## src/sv/oe_pkg.sv

```systemverilog
// Shared types and constants for the one-euro smoothing filter.
`timescale 1ns / 1ps

package oe_pkg;

    // Field widths
    localparam int VALUE_BITS = 32;
    localparam int TIME_BITS  = 48;
    localparam int SLOPE_BITS = 48;
    localparam int CUT_BITS   = 40;
    localparam int ALPHA_BITS = 31;

    // Shared unit widths
    localparam int ACC_W  = 80;
    localparam int OPND_W = 50;
    localparam int SHR_W  = 64;
    localparam int CNT_W  = 7;

    // Fixed-point constants
    localparam logic [ALPHA_BITS-1:0] ALPHA_ONE   = 31'h4000_0000;
    localparam logic [TIME_BITS-1:0]  MIN_DT_US   = 48'd1000;
    localparam logic [19:0]           US_PER_S    = 20'd1000000;
    localparam logic [18:0]           TWO_PI_Q16  = 19'd411775;
    localparam logic [28:0]           K_SCALED    = 29'd256000000;
    localparam logic [43:0]           PRODUCT_MAX = 44'hFFF_FFFF_FFFF;
    localparam logic [CUT_BITS-1:0]   CUTOFF_MAX  = 40'hFF_FFFF_FFFF;
    localparam logic [46:0]           SLOPE_MAX   = 47'h7FFF_FFFF_FFFF;

    // Reset values of the configuration registers
    localparam logic [15:0] MIN_CUTOFF_RST = 16'd256;
    localparam logic [31:0] BETA_RST       = 32'd0;
    localparam logic [15:0] DCUTOFF_RST    = 16'd256;

    // Configuration register indexes
    localparam logic [1:0] CFG_MIN_CUTOFF = 2'd0;
    localparam logic [1:0] CFG_BETA       = 2'd1;
    localparam logic [1:0] CFG_DCUTOFF    = 2'd2;

    // Input commands
    localparam logic CMD_FILTER = 1'b0;
    localparam logic CMD_RESET  = 1'b1;

    typedef enum logic
    {
        OP_MUL,
        OP_DIV
    } oe_op_t;

    // Command to the shared shift unit
    typedef struct packed
    {
        logic             start;
        oe_op_t           op;
        logic             clamp;
        logic [CNT_W-1:0] n;
    } oe_cmd_t;

    typedef enum logic [3:0]
    {
        ST_IDLE,
        ST_MAG,
        ST_SLOPE,
        ST_AGO,
        ST_AP,
        ST_AW,
        ST_AD,
        ST_BLEND_S,
        ST_BETA,
        ST_BLEND_V,
        ST_OUT
    } oe_state_t;

endpackage

```

## src/sv/one_euro_smoothing_filter.sv

```systemverilog
// Top level of the one-euro adaptive smoothing filter.
// A first sample after reset gives its result in the cycle after the transfer;
// a filtered sample gives its result after 11 operations of the shift unit (slope
// multiply and divide, per alpha two multiplies and a divide, two blends, the beta
// product), each loaded and then stepped. A sample holds the input off until its result
// is taken; a reset command gives no result and leaves the input ready.
// Reset (rst_n low, async) clears state, cutoffs 1.0 Hz, beta 0.
`timescale 1ns / 1ps

module one_euro_smoothing_filter
(
    input  logic        clk,
    input  logic        rst_n,
    // input stream
    input  logic        s_axis_tvalid,
    output logic        s_axis_tready,
    input  logic [79:0] s_axis_tdata,   // [31:0] sample_value, [79:32] timestamp_us
    input  logic        s_axis_tuser,   // [0] command
    // output stream
    output logic        m_axis_tvalid,
    input  logic        m_axis_tready,
    output logic [31:0] m_axis_tdata,   // [31:0] filtered_value
    output logic        m_axis_tuser,   // [0] passed_through
    // configuration
    input  logic        cfg_we,
    input  logic [1:0]  cfg_index,
    input  logic [31:0] cfg_data
);

    oe_pkg::oe_state_t state_reg;
    oe_pkg::oe_state_t state_next;

    // configuration
    logic [15:0] min_cutoff_reg;
    logic [31:0] beta_reg;
    logic [15:0] dcutoff_reg;

    // filter state
    logic                            primed_reg;
    logic [oe_pkg::TIME_BITS-1:0]    last_time_reg;
    logic [oe_pkg::VALUE_BITS-1:0]   last_value_reg;
    logic [oe_pkg::SLOPE_BITS-1:0]   last_slope_reg;

    // per-item working registers
    logic [oe_pkg::VALUE_BITS-1:0]   v_in_reg;
    logic [oe_pkg::TIME_BITS-1:0]    t_in_reg;
    logic [oe_pkg::TIME_BITS-1:0]    dt_reg;
    logic                            slope_neg_reg;
    logic [46:0]                     slope_mag_reg;
    logic [oe_pkg::CUT_BITS-1:0]     cutoff_reg;
    logic                            phase_reg;
    logic                            blend_neg_reg;
    logic [oe_pkg::SLOPE_BITS-1:0]   s_hat_reg;

    // output register
    logic                            out_valid_reg;
    logic [oe_pkg::VALUE_BITS-1:0]   out_value_reg;
    logic                            out_pass_reg;

    // shared unit
    oe_pkg::oe_cmd_t                 unit_cmd;
    logic [oe_pkg::OPND_W-1:0]       unit_a;
    logic [oe_pkg::SHR_W-1:0]        unit_b;
    logic                            unit_done;
    logic [oe_pkg::ACC_W-1:0]        unit_acc;
    logic [oe_pkg::SHR_W-1:0]        unit_quo;

    logic                            in_xfer;
    logic [oe_pkg::VALUE_BITS-1:0]   in_value;
    logic [oe_pkg::TIME_BITS-1:0]    in_time;
    logic [oe_pkg::TIME_BITS-1:0]    dt_diff;
    logic [oe_pkg::TIME_BITS-1:0]    dt_val;
    logic [32:0]                     dv_in;
    logic [32:0]                     mag_in;
    logic [46:0]                     slope_q;
    logic [46:0]                     w_val;
    logic [47:0]                     denom;
    logic [58:0]                     alpha_num;
    logic [oe_pkg::ALPHA_BITS-1:0]   one_minus;
    logic [oe_pkg::ALPHA_BITS-1:0]   alpha;
    logic [48:0]                     target_slope;
    logic [48:0]                     d_slope;
    logic [48:0]                     m_slope;
    logic [32:0]                     d_value;
    logic [32:0]                     m_value;
    logic [oe_pkg::ACC_W-1:0]        rnd;
    logic [49:0]                     blend_r;
    logic [oe_pkg::SLOPE_BITS-1:0]   s_hat;
    logic [oe_pkg::VALUE_BITS-1:0]   v_hat;
    logic [55:0]                     bterm;
    logic [oe_pkg::CUT_BITS-1:0]     bterm_c;
    logic [oe_pkg::CUT_BITS:0]       cut_sum;
    logic [oe_pkg::CUT_BITS-1:0]     cut_val;

    assign in_value = s_axis_tdata[31:0];
    assign in_time  = s_axis_tdata[79:32];
    assign in_xfer  = s_axis_tvalid && s_axis_tready;

    // Arithmetic around the shared unit
    always_comb
    begin
        dt_diff = (in_time > last_time_reg) ? (in_time - last_time_reg) : '0;
        dt_val  = (dt_diff < oe_pkg::MIN_DT_US) ? oe_pkg::MIN_DT_US : dt_diff;
        dv_in   = {in_value[31], in_value} - {last_value_reg[31], last_value_reg};
        mag_in  = dv_in[32] ? (33'd0 - dv_in) : dv_in;

        slope_q = (unit_quo > {17'd0, oe_pkg::SLOPE_MAX}) ? oe_pkg::SLOPE_MAX
                                                           : unit_quo[46:0];

        w_val     = unit_acc[62:16];
        denom     = {1'b0, w_val} + {19'd0, oe_pkg::K_SCALED};
        alpha_num = {oe_pkg::K_SCALED, 30'd0} + {12'd0, denom[47:1]};
        one_minus = (unit_quo > {33'd0, oe_pkg::ALPHA_ONE}) ? oe_pkg::ALPHA_ONE
                                                            : unit_quo[30:0];
        alpha     = oe_pkg::ALPHA_ONE - one_minus;

        target_slope = slope_neg_reg ? (49'd0 - {2'd0, slope_mag_reg})
                                     : {2'd0, slope_mag_reg};
        d_slope = target_slope - {last_slope_reg[47], last_slope_reg};
        m_slope = d_slope[48] ? (49'd0 - d_slope) : d_slope;
        d_value = {v_in_reg[31], v_in_reg} - {last_value_reg[31], last_value_reg};
        m_value = d_value[32] ? (33'd0 - d_value) : d_value;

        // round half up of |d| * alpha / 2^30
        rnd     = unit_acc + {50'd0, 30'h2000_0000};
        blend_r = rnd[79:30];
        s_hat   = blend_neg_reg ? (last_slope_reg - blend_r[47:0])
                                : (last_slope_reg + blend_r[47:0]);
        v_hat   = blend_neg_reg ? (last_value_reg - blend_r[31:0])
                                : (last_value_reg + blend_r[31:0]);

        bterm   = unit_acc[79:24];
        bterm_c = (bterm >= {16'd0, oe_pkg::CUTOFF_MAX}) ? oe_pkg::CUTOFF_MAX
                                                         : bterm[39:0];
        cut_sum = {25'd0, min_cutoff_reg} + {1'b0, bterm_c};
        cut_val = (cut_sum > {1'b0, oe_pkg::CUTOFF_MAX}) ? oe_pkg::CUTOFF_MAX
                                                        : cut_sum[39:0];
    end

    // Next state
    always_comb
    begin
        state_next = state_reg;
        unique case (state_reg)
            oe_pkg::ST_IDLE:
                if (in_xfer && (s_axis_tuser == oe_pkg::CMD_FILTER))
                    state_next = primed_reg ? oe_pkg::ST_MAG : oe_pkg::ST_OUT;
            oe_pkg::ST_MAG:
                if (unit_done) state_next = oe_pkg::ST_SLOPE;
            oe_pkg::ST_SLOPE:
                if (unit_done) state_next = oe_pkg::ST_AGO;
            oe_pkg::ST_AGO:
                state_next = oe_pkg::ST_AP;
            oe_pkg::ST_AP:
                if (unit_done) state_next = oe_pkg::ST_AW;
            oe_pkg::ST_AW:
                if (unit_done) state_next = oe_pkg::ST_AD;
            oe_pkg::ST_AD:
                if (unit_done)
                    state_next = phase_reg ? oe_pkg::ST_BLEND_V : oe_pkg::ST_BLEND_S;
            oe_pkg::ST_BLEND_S:
                if (unit_done) state_next = oe_pkg::ST_BETA;
            oe_pkg::ST_BETA:
                if (unit_done) state_next = oe_pkg::ST_AGO;
            oe_pkg::ST_BLEND_V:
                if (unit_done) state_next = oe_pkg::ST_OUT;
            oe_pkg::ST_OUT:
                if (m_axis_tready) state_next = oe_pkg::ST_IDLE;
            default:
                state_next = oe_pkg::ST_IDLE;
        endcase
    end

    // Commands to the shared unit
    always_comb
    begin
        unit_cmd = '{start: 1'b0, op: oe_pkg::OP_MUL, clamp: 1'b0, n: '0};
        unit_a   = '0;
        unit_b   = '0;
        unique case (state_reg)
            oe_pkg::ST_IDLE:
                if (in_xfer && (s_axis_tuser == oe_pkg::CMD_FILTER) && primed_reg)
                begin
                    // |dv| * 1e6
                    unit_cmd = '{start: 1'b1, op: oe_pkg::OP_MUL, clamp: 1'b0, n: 7'd20};
                    unit_a   = {17'd0, mag_in};
                    unit_b   = {oe_pkg::US_PER_S, 44'd0};
                end
            oe_pkg::ST_MAG:
                if (unit_done)
                begin
                    // slope = product / dt
                    unit_cmd = '{start: 1'b1, op: oe_pkg::OP_DIV, clamp: 1'b0, n: 7'd52};
                    unit_a   = {2'd0, dt_reg};
                    unit_b   = {unit_acc[51:0], 12'd0};
                end
            oe_pkg::ST_AGO:
            begin
                // p = min(cutoff * dt, 2^44 - 1)
                unit_cmd = '{start: 1'b1, op: oe_pkg::OP_MUL, clamp: 1'b1, n: 7'd40};
                unit_a   = {2'd0, dt_reg};
                unit_b   = {cutoff_reg, 24'd0};
            end
            oe_pkg::ST_AP:
                if (unit_done)
                begin
                    unit_cmd = '{start: 1'b1, op: oe_pkg::OP_MUL, clamp: 1'b0, n: 7'd19};
                    unit_a   = {6'd0, unit_acc[43:0]};
                    unit_b   = {oe_pkg::TWO_PI_Q16, 45'd0};
                end
            oe_pkg::ST_AW:
                if (unit_done)
                begin
                    unit_cmd = '{start: 1'b1, op: oe_pkg::OP_DIV, clamp: 1'b0, n: 7'd59};
                    unit_a   = {2'd0, denom};
                    unit_b   = {alpha_num, 5'd0};
                end
            oe_pkg::ST_AD:
                if (unit_done)
                begin
                    unit_cmd = '{start: 1'b1, op: oe_pkg::OP_MUL, clamp: 1'b0, n: 7'd31};
                    unit_a   = phase_reg ? {17'd0, m_value} : {1'b0, m_slope};
                    unit_b   = {alpha, 33'd0};
                end
            oe_pkg::ST_BLEND_S:
                if (unit_done)
                begin
                    // beta * |s_hat|, taken from the value about to be stored
                    unit_cmd = '{start: 1'b1, op: oe_pkg::OP_MUL, clamp: 1'b0, n: 7'd32};
                    unit_a   = {2'd0, (s_hat[47] ? (48'd0 - s_hat) : s_hat)};
                    unit_b   = {beta_reg, 32'd0};
                end
            default:
            begin
                unit_cmd = '{start: 1'b0, op: oe_pkg::OP_MUL, clamp: 1'b0, n: '0};
            end
        endcase
    end

    oe_shift_unit u_unit
    (
        .clk   (clk),
        .rst_n (rst_n),
        .cmd   (unit_cmd),
        .a     (unit_a),
        .b     (unit_b),
        .done  (unit_done),
        .acc   (unit_acc),
        .quo   (unit_quo)
    );

    // Control registers
    always_ff @(posedge clk or negedge rst_n)
    begin
        if (!rst_n)
        begin
            state_reg      <= oe_pkg::ST_IDLE;
            min_cutoff_reg <= oe_pkg::MIN_CUTOFF_RST;
            beta_reg       <= oe_pkg::BETA_RST;
            dcutoff_reg    <= oe_pkg::DCUTOFF_RST;
            primed_reg     <= 1'b0;
            last_time_reg  <= '0;
            last_value_reg <= '0;
            last_slope_reg <= '0;
            out_valid_reg  <= 1'b0;
        end
        else
        begin
            state_reg <= state_next;

            if (cfg_we)
            begin
                unique case (cfg_index)
                    oe_pkg::CFG_MIN_CUTOFF: min_cutoff_reg <= cfg_data[15:0];
                    oe_pkg::CFG_BETA:       beta_reg       <= cfg_data;
                    oe_pkg::CFG_DCUTOFF:    dcutoff_reg    <= cfg_data[15:0];
                    default:                ;
                endcase
            end

            // state updates on a command, a first sample or a finished blend
            if (in_xfer && (s_axis_tuser == oe_pkg::CMD_RESET))
            begin
                primed_reg     <= 1'b0;
                last_time_reg  <= '0;
                last_value_reg <= '0;
                last_slope_reg <= '0;
            end
            else if (in_xfer && !primed_reg)
            begin
                primed_reg     <= 1'b1;
                last_time_reg  <= in_time;
                last_value_reg <= in_value;
                last_slope_reg <= '0;
            end
            else if ((state_reg == oe_pkg::ST_BLEND_V) && unit_done)
            begin
                last_time_reg  <= t_in_reg;
                last_value_reg <= v_hat;
                last_slope_reg <= s_hat_reg;
            end

            if (state_reg == oe_pkg::ST_OUT && m_axis_tready)
                out_valid_reg <= 1'b0;
            else if (state_next == oe_pkg::ST_OUT && state_reg != oe_pkg::ST_OUT)
                out_valid_reg <= 1'b1;
        end
    end

    // Working and payload registers
    always_ff @(posedge clk)
    begin
        if (in_xfer)
        begin
            v_in_reg      <= in_value;
            t_in_reg      <= in_time;
            dt_reg        <= dt_val;
            slope_neg_reg <= dv_in[32];
            out_value_reg <= in_value;
            out_pass_reg  <= 1'b1;
        end
        if ((state_reg == oe_pkg::ST_SLOPE) && unit_done)
        begin
            slope_mag_reg <= slope_q;
            cutoff_reg    <= {24'd0, dcutoff_reg};
            phase_reg     <= 1'b0;
        end
        if ((state_reg == oe_pkg::ST_AD) && unit_done)
            blend_neg_reg <= phase_reg ? d_value[32] : d_slope[48];
        if ((state_reg == oe_pkg::ST_BLEND_S) && unit_done)
            s_hat_reg <= s_hat;
        if ((state_reg == oe_pkg::ST_BETA) && unit_done)
        begin
            cutoff_reg <= cut_val;
            phase_reg  <= 1'b1;
        end
        if ((state_reg == oe_pkg::ST_BLEND_V) && unit_done)
        begin
            out_value_reg <= v_hat;
            out_pass_reg  <= 1'b0;
        end
    end

    assign s_axis_tready = (state_reg == oe_pkg::ST_IDLE) && !out_valid_reg;
    assign m_axis_tvalid = out_valid_reg;
    assign m_axis_tdata  = out_value_reg;
    assign m_axis_tuser  = out_pass_reg;

endmodule

```

## src/sv/oe_shift_unit.sv

```systemverilog
// Shared bit-serial multiply (shift-add) and divide (shift-subtract) unit.
`timescale 1ns / 1ps

module oe_shift_unit
(
    input  logic                     clk,
    input  logic                     rst_n,
    input  oe_pkg::oe_cmd_t          cmd,
    input  logic [oe_pkg::OPND_W-1:0] a,   // multiplicand or divisor
    input  logic [oe_pkg::SHR_W-1:0]  b,   // multiplier or dividend, MSB aligned
    output logic                     done,
    output logic [oe_pkg::ACC_W-1:0]  acc,  // product, or remainder of a divide
    output logic [oe_pkg::SHR_W-1:0]  quo   // quotient in the low bits
);

    logic                      busy_reg;
    logic                      done_reg;
    logic [oe_pkg::CNT_W-1:0]  cnt_reg;
    oe_pkg::oe_op_t            op_reg;
    logic                      clamp_reg;
    logic [oe_pkg::OPND_W-1:0] a_reg;
    logic [oe_pkg::SHR_W-1:0]  b_reg;
    logic [oe_pkg::ACC_W-1:0]  acc_reg;

    logic [oe_pkg::ACC_W-1:0]  acc_next;
    logic [oe_pkg::SHR_W-1:0]  b_next;
    logic [oe_pkg::ACC_W-1:0]  mul_sum;
    logic [48:0]               div_t;
    logic                      div_ge;
    logic [48:0]               div_rem;

    // One step of the selected operation
    always_comb
    begin
        mul_sum = {acc_reg[oe_pkg::ACC_W-2:0], 1'b0}
                + (b_reg[oe_pkg::SHR_W-1] ? {30'd0, a_reg} : '0);
        div_t   = {acc_reg[47:0], b_reg[oe_pkg::SHR_W-1]};
        div_ge  = ({1'b0, div_t} >= a_reg);
        div_rem = div_ge ? (div_t - a_reg[48:0]) : div_t;
        unique case (op_reg)
            oe_pkg::OP_MUL:
            begin
                if (clamp_reg && (mul_sum > {36'd0, oe_pkg::PRODUCT_MAX}))
                    acc_next = {36'd0, oe_pkg::PRODUCT_MAX};
                else
                    acc_next = mul_sum;
                b_next = {b_reg[oe_pkg::SHR_W-2:0], 1'b0};
            end
            oe_pkg::OP_DIV:
            begin
                acc_next = {31'd0, div_rem};
                b_next   = {b_reg[oe_pkg::SHR_W-2:0], div_ge};
            end
            default:
            begin
                acc_next = acc_reg;
                b_next   = b_reg;
            end
        endcase
    end

    // Control
    always_ff @(posedge clk or negedge rst_n)
    begin
        if (!rst_n)
        begin
            busy_reg <= 1'b0;
            done_reg <= 1'b0;
            cnt_reg  <= '0;
        end
        else if (cmd.start)
        begin
            busy_reg <= 1'b1;
            done_reg <= 1'b0;
            cnt_reg  <= cmd.n;
        end
        else
        begin
            done_reg <= busy_reg && (cnt_reg == oe_pkg::CNT_W'(1));
            if (busy_reg)
            begin
                cnt_reg <= cnt_reg - oe_pkg::CNT_W'(1);
                if (cnt_reg == oe_pkg::CNT_W'(1))
                    busy_reg <= 1'b0;
            end
        end
    end

    // Datapath
    always_ff @(posedge clk)
    begin
        if (cmd.start)
        begin
            op_reg    <= cmd.op;
            clamp_reg <= cmd.clamp;
            a_reg     <= a;
            b_reg     <= b;
            acc_reg   <= '0;
        end
        else if (busy_reg)
        begin
            acc_reg <= acc_next;
            b_reg   <= b_next;
        end
    end

    assign done = done_reg;
    assign acc  = acc_reg;
    assign quo  = b_reg;

endmodule

```

## config.mk

```make
export PLATFORM = sky130hd
export DESIGN_NAME = one_euro_smoothing_filter
export DESIGN_NICKNAME = d
export VERILOG_FILES = /design/src/sv/oe_pkg.sv /design/src/sv/one_euro_smoothing_filter.sv /design/src/sv/oe_shift_unit.sv
export SDC_FILE = /design/constraint.sdc
export NUM_CORES = 2
export LEC_CHECK = 0
export ABC_AREA = 1
export BUFFER_PORTS_ARGS = -buffer_cell sky130_fd_sc_hd__buf_2
export CAP_MARGIN = 40
export CELL_PAD_IN_SITES_DETAIL_PLACEMENT = 1
export CELL_PAD_IN_SITES_GLOBAL_PLACEMENT = 1
export CORE_ASPECT_RATIO = 2
export CORE_UTILIZATION = 30
export CTS_CLUSTER_SIZE = 14
export DETAILED_ROUTE_END_ITERATION = 12
export PLACE_DENSITY = 0.64
export SLEW_MARGIN = 20
export SYNTH_ARGS = -nofsm -noshare
export SYNTH_HDL_FRONTEND = slang
export SYNTH_SLANG_ARGS = --single-unit
```

## constraint.sdc

```tcl
create_clock -name clk -period 16.1 [get_ports clk]
set_input_delay 3.22 -clock clk [delete_from_list [all_inputs] [get_ports clk]]
set_output_delay 3.22 -clock clk [all_outputs]
set_load 0.05 [all_outputs]
```

* Word level (Yosys, flattened, before mapping)
Cells that the tools add are included.
** Cells by class
- $add $sub $neg :: 21
- Multiply operators :: 0
- Div/mod/pow operators :: 0
- Magnitude comparators :: 8
- Equal/unequal tests :: 15
- Shift operators :: 0
- Mux-type cells :: 76
- Bitwise logic cells :: 2
- Reduce and logical (&&, ||, !) cells :: 29
** Operators by type and width (count)
- $mux 48 :: 12
- $mux 64 :: 8
- $pmux 64 s7 :: 1
- $pmux 49 s7 :: 1
- $mux 49 :: 5
- $mux 32 :: 6
- $mux 40 :: 4
- $pmux 80 s2 :: 1
- $pmux 64 s2 :: 1
- $mux 33 :: 3
- $sub 49x49->49 :: 2
- $sub 48x48->48 :: 2
- $add 80x50->80 :: 1
- $gt 80x44->1 const B :: 1
- $mux 80 :: 1
- $add 78x30->78 const B :: 1
- $pmux 10 s7 :: 1
- $sub 1x33->33 const A :: 2
- $sub 32x32->33 :: 2
- $gt 64x31->1 const B :: 1
- $gt 64x47->1 const B :: 1
- $mux 10 :: 6
- $add 58x47->59 const A :: 1
- $ge 56x40->1 const B :: 1
- other kinds (38) :: 86
** Word-level totals
- Register bits after elaboration :: 702
- Bits in latches :: 0
- Bits in writable memories :: 0
- ROM bits :: 0
- Input bits :: 120
- Output and inout port bits :: 35
- Word-level logic and storage cells :: 179
- Memories :: 0

* Depth between registers and ports, before layout
- Depth after elaboration :: 10
- Gate-level depth with buffers :: 41
- Gate-level depth less buffers :: 41

* Cells and area by module
A second synthesis with hierarchy kept.
** Unflattened totals
- Cell total of the unflattened synthesis :: 9666
- Area, all modules :: 64010.1 µm²
** By module, submodules not included
- one_euro_smoothing_filter :: times used 1, cells an instance 6771, area each 46098.0 µm², seq. area each 13915.8 µm²
- oe_shift_unit :: times used 1, cells an instance 2895, area each 17912.2 µm², seq. area each 5310.1 µm²

* Worst setup path before layout
Ideal clock, no wire load.
- Path type :: input-to-reg
- Start :: input port s_axis_tvalid
- End :: register last_value_reg[9] in the netlist's numbering
- Library setup time :: 83 ps
- Data arrival time :: 7240 ps
- Data required time :: 16017 ps
- Setup slack :: 8778 ps
- Stages :: 13
- Buffers on the path :: 1
- Cells stage by stage :: nand2_1 -> inv_1 -> nand2_1 -> inv_1 -> nor2_1 -> nand2_1 -> inv_2 -> nor2_1 -> inv_2 -> clkbuf_1 -> a21oi_1 -> o21ai_0 -> o21ai_0
** Between the ends
- Cells in the longest elaborated chain, start to end :: 4
- Elaborated cells on any way between the ends :: 6
- Those cells by class :: mux: 2; reduce/logical: 4
** Ends and longest elaborated chain
- start: declaration :: RTL line one_euro_smoothing_filter.sv:15 : input logic s_axis_tvalid,
- $logic_and 1x1->1 (*) :: RTL line one_euro_smoothing_filter.sv:97 : assign in_xfer = s_axis_tvalid && s_axis_tready;
- via in_xfer :: RTL line one_euro_smoothing_filter.sv:68 : logic in_xfer;
- $logic_and 1x1->1 :: RTL line one_euro_smoothing_filter.sv:289 : else if (in_xfer && !primed_reg)
- $mux 32 :: RTL line one_euro_smoothing_filter.sv:289
- $mux 32 :: RTL line one_euro_smoothing_filter.sv:282 : if (in_xfer && (s_axis_tuser == oe_pkg::CMD_RESET))
- end signal: assignment :: RTL line one_euro_smoothing_filter.sv:293 : last_value_reg <= in_value;
- end signal: assignment :: RTL line one_euro_smoothing_filter.sv:299 : last_value_reg <= v_hat;
- end: declaration :: RTL line one_euro_smoothing_filter.sv:41 : logic [oe_pkg::VALUE_BITS-1:0] last_value_reg;
Mark *: on every way through the listed nets, which the timed path passes. The rest lies on a longest branch.
A chain may end at the register's enable or synchronous reset.

* Worst setup path in the final report
- Start :: register slope_mag_reg[2]
- End :: register u_unit.a_reg[40] in the netlist's numbering (data pin)
** Between the ends
- Cells in the longest elaborated chain, start to end :: 8
** Ends and longest elaborated chain
- start: declaration :: RTL line one_euro_smoothing_filter.sv:49 : logic [46:0] slope_mag_reg;
- start signal: assignment :: RTL line one_euro_smoothing_filter.sv:324 : slope_mag_reg <= slope_q;
- $sub 1x47->48 :: RTL line one_euro_smoothing_filter.sv:117 : target_slope = slope_neg_reg ? (49'd0 - {2'd0, slope_mag_reg})
- $mux 49 (*) :: RTL line one_euro_smoothing_filter.sv:117
- $sub 49x49->49 (*) :: RTL line one_euro_smoothing_filter.sv:119 : d_slope = target_slope - {last_slope_reg[47], last_slope_reg};
- $sub 1x49->49 :: RTL line one_euro_smoothing_filter.sv:120 : m_slope = d_slope[48] ? (49'd0 - d_slope) : d_slope;
- $mux 49 (*) :: RTL line one_euro_smoothing_filter.sv:120
- $mux 49 (*) :: RTL line one_euro_smoothing_filter.sv:222 : unit_a = phase_reg ? {17'd0, m_value} : {1'b0, m_slope};
- $mux 49 (*) :: RTL line one_euro_smoothing_filter.sv:219 : if (unit_done)
- $pmux 49 s7 (*) :: RTL line one_euro_smoothing_filter.sv:180 : unique case (state_reg)
- via u_unit.a, one bit :: RTL line oe_shift_unit.sv:9 : input logic [oe_pkg::OPND_W-1:0] a,
- end signal: assignment :: RTL line oe_shift_unit.sv:96 : a_reg <= a;
- end: declaration :: RTL line oe_shift_unit.sv:21 : logic [oe_pkg::OPND_W-1:0] a_reg;
Marked as above.

==> results_dict.tcl <==
set metrics [dict create \
    worst_setup_path_start_kind "register" \
    final_cell_mix "nand2_1, inv_1, nor2_1, a21oi_1, o21ai_0" \
    critical_path.slowest_cell "edfxtp_1" \
    grt_overflow 0 \
    cts_setup_buffers 0 \
    slew_headroom 0.217 \
    cts_tree "yes" \
    ant_nets 0 \
    wl_per_cell_um 29.3 \
    drive_above_1_share 0.0744 \
    status "finished clean" \
    cts-resized-gates 0 \
    finalSetupViolCount 0 \
    dp_cells 11600 \
    die-height_um 640 \
    yosysSeqAreaShare 0.314 \
    syn-cell-area_um2 61100 \
    setup_tns_ns 0 \
    rows 234 \
    synthFlopType "edfxtp_1" \
    largest_register_ffs 80 \
    peakVddDrop_uv 85.2 \
    cp.arrival_ns 9.00 \
    wirelength_mm 347 \
    synth_warnings 0 \
    power_density_nw_per_um2 62.1 \
    drc_errors 0 \
    io_buffer_count 154 \
    io_pins 155 \
    initial_utilization 0.301 \
    die_w_um 321 \
    fin_crit_sh 0.532 \
    rsz0062_at_grt "false" \
    clk_latency_ns 0.76 \
    dp_hpwl_mm 287 \
    instances_no_fill 11800 \
    grt_pass1_wl_mm 489 \
    first_pass_iters 5 \
    cts_hold_buf 0 \
    maxCapViolations 0 \
    cts-root-buf "clkbuf_16" \
    post_drt_via_cell_ratio 5.55 \
    path_class "reg2reg" \
    synth-seq-cells 701 \
    synth_cell_types 77 \
    critPathMaxFanout 43 \
    path_clk_slew_ns 0.07 \
    place.gp.congestion 1.08 \
    syn_to_final_growth_pct 12.2 \
    wl_met1_mm 111 \
    fill_cells 25500 \
    dieArea_um2 206000 \
    synth-edff-count 412 \
    drt_iter0_drc 4781 \
    numCtsBuffers 81 \
    cts_sinks 701 \
    met2_length_mm 177 \
    cpMostUsedCell "nand2_1" \
    grt_max_degree 76 \
    track_usage 0.333 \
    max_clock_freq_ghz 0.117 \
    worstPathRequired_ns 16.54 \
    skew_ns 0.0629 \
    cts_max_level 3 \
    path_delay_family "simple AND/OR/NAND/NOR gates" \
    leakagePower_nw 31.9 \
    wl_met3_mm 16.9 \
    core-area_um2 203000 \
    synth_cells 8889 \
    slowest_delay_ns 0.44 \
    routed.top_layer "met5" \
    hold_viol 0 \
    path_buf_inv 5 \
    layout_min_cycle_time_ns 8.56 \
    min-delay-path-class "reg2reg" \
    critPathCaptureType "register" \
    nets 9506 \
    num_vias 65600 \
    synthArstFlopShare 0.295 \
    layout_commonest_cell "nand2_1" \
    antenna_found_initial 12 \
    first_global_vias 68800 \
    tightestPinTransition_ns 1.17 \
    clockBufferDepth 3 \
    syn_nets 9358 \
    synth_area_per_cell_um2 6.88 \
    final_max_slew_viol_count 0 \
]
-- power breakdown --
group / internal (W) / switching, W / total [W] / leakage, nW
registers: 0.00192 / 0.0000330 / 0.00196 / 7.08
logic: 0.000102 / 0.000194 / 0.000295 / 23.6
clock network: 0.00107 / 0.000937 / 0.00201 / 1.31
-- cells by family after synthesis --
kind of cell / synth area share
adders and majority gates: 0.0726
buffers and inverters: 0.0974
AOI/OAI and AO/OA: 0.170
muxes: 0.00295
and+or+nand+nor: 0.279
DFF: 0.314
xor gates and xnor gates: 0.0643
-- area by class of cell --
| cell class | count | area (um^2) | share of cell area |
|---|---|---|---|
| diodes | 8 | 20.0 | 0.000292 |
| multi-input cells | 6632 | 36100 | 0.527 |
| flip-flops and latches | 701 | 19200 | 0.280 |
| inverters | 1304 | 4900 | 0.0715 |
| repair buffers | 317 | 2230 | 0.0326 |
| clock buffers | 102 | 2140 | 0.0311 |
| well taps | 2714 | 3400 | 0.0495 |
| clock inverters | 49 | 566 | 0.00825 |
-- worst reg2reg max path, delay by kind of cell, from the launching register on --
| kind | cells | cell delay [ns] |
|---|---|---|
| AO/OA/AOI/OAI | 7 | 1.51 |
| XOR/XNOR | 1 | 0.26 |
| adder cells (fa/ha/maj) | 1 | 0.35 |
| buffers and inverters | 5 | 0.87 |
| flip-flops | 1 | 0.44 |
| AND/OR/NAND/NOR | 25 | 4.86 |
-- final timing paths --
check	startpoint	endpoint	slack (ns)	cells after the start
worst max register to register	slope_mag_reg[2]	u_unit.a_reg[40]	7.54	39
worst max-delay path	slope_mag_reg[2]	u_unit.a_reg[40]	7.54	39
min in group asynchronous	rst_n	dcutoff_reg[5]	2.44	1
max in group asynchronous	rst_n	beta_reg[28]	12.45	2
worst min register to register	s_hat_reg[17]	last_slope_reg[17]	0.46	2
worst min-delay path	s_hat_reg[17]	last_slope_reg[17]	0.46	2
-- metrics by stage --
step | cell area (um^2) | setup WS, ns | hold slack (ns) | utilization | power (W)
after floorplan | 61100 | 8.78 | 0.429 | - | 0.00215
after global placement | 65200 | 7.67 | 0.443 | 0.321 | 0.00228
after detailed placement | 65600 | 7.62 | 0.460 | 0.324 | 0.00229
after CTS | 68300 | 7.76 | 0.466 | 0.337 | 0.00430
after global routing | 68600 | 6.90 | 0.484 | 0.338 | 0.00437
final | 68600 | 7.54 | 0.464 | 0.338 | 0.00426
-- Yosys cell counts (32+ instances only) --
cell type / count / area (um^2)
nand3_1: 549 / 2750
xor2_1: 291 / 2550
nor4_1: 49 / 307
nand4_1: 105 / 657
xnor2_1: 156 / 1370
o32ai_1: 47 / 412
edfxtp_1: 412 / 12400
dfrtp_1: 205 / 5130
nand2_2: 58 / 363
nand3b_1: 34 / 255
clkbuf_1: 196 / 736
inv_1: 1267 / 4760
nor2_1: 1013 / 3800
nand2_1: 1999 / 7500
a22oi_1: 57 / 428
a31oi_1: 93 / 582
dfxtp_1: 82 / 1640
o211ai_1: 81 / 608
inv_2: 32 / 120
nor3_1: 126 / 631
nor2_2: 32 / 200
ha_1: 340 / 4250
a21oi_1: 640 / 3200
o21ai_0: 576 / 2880
-- per-layer routing --
metal,GRT usage,up-vias
met4,0.329,6
met2,0.606,2205
met5,0,-
met3,0.0530,1106
met1,0.308,32400
li1,-,29900
(Power assumes the default switching activity.)
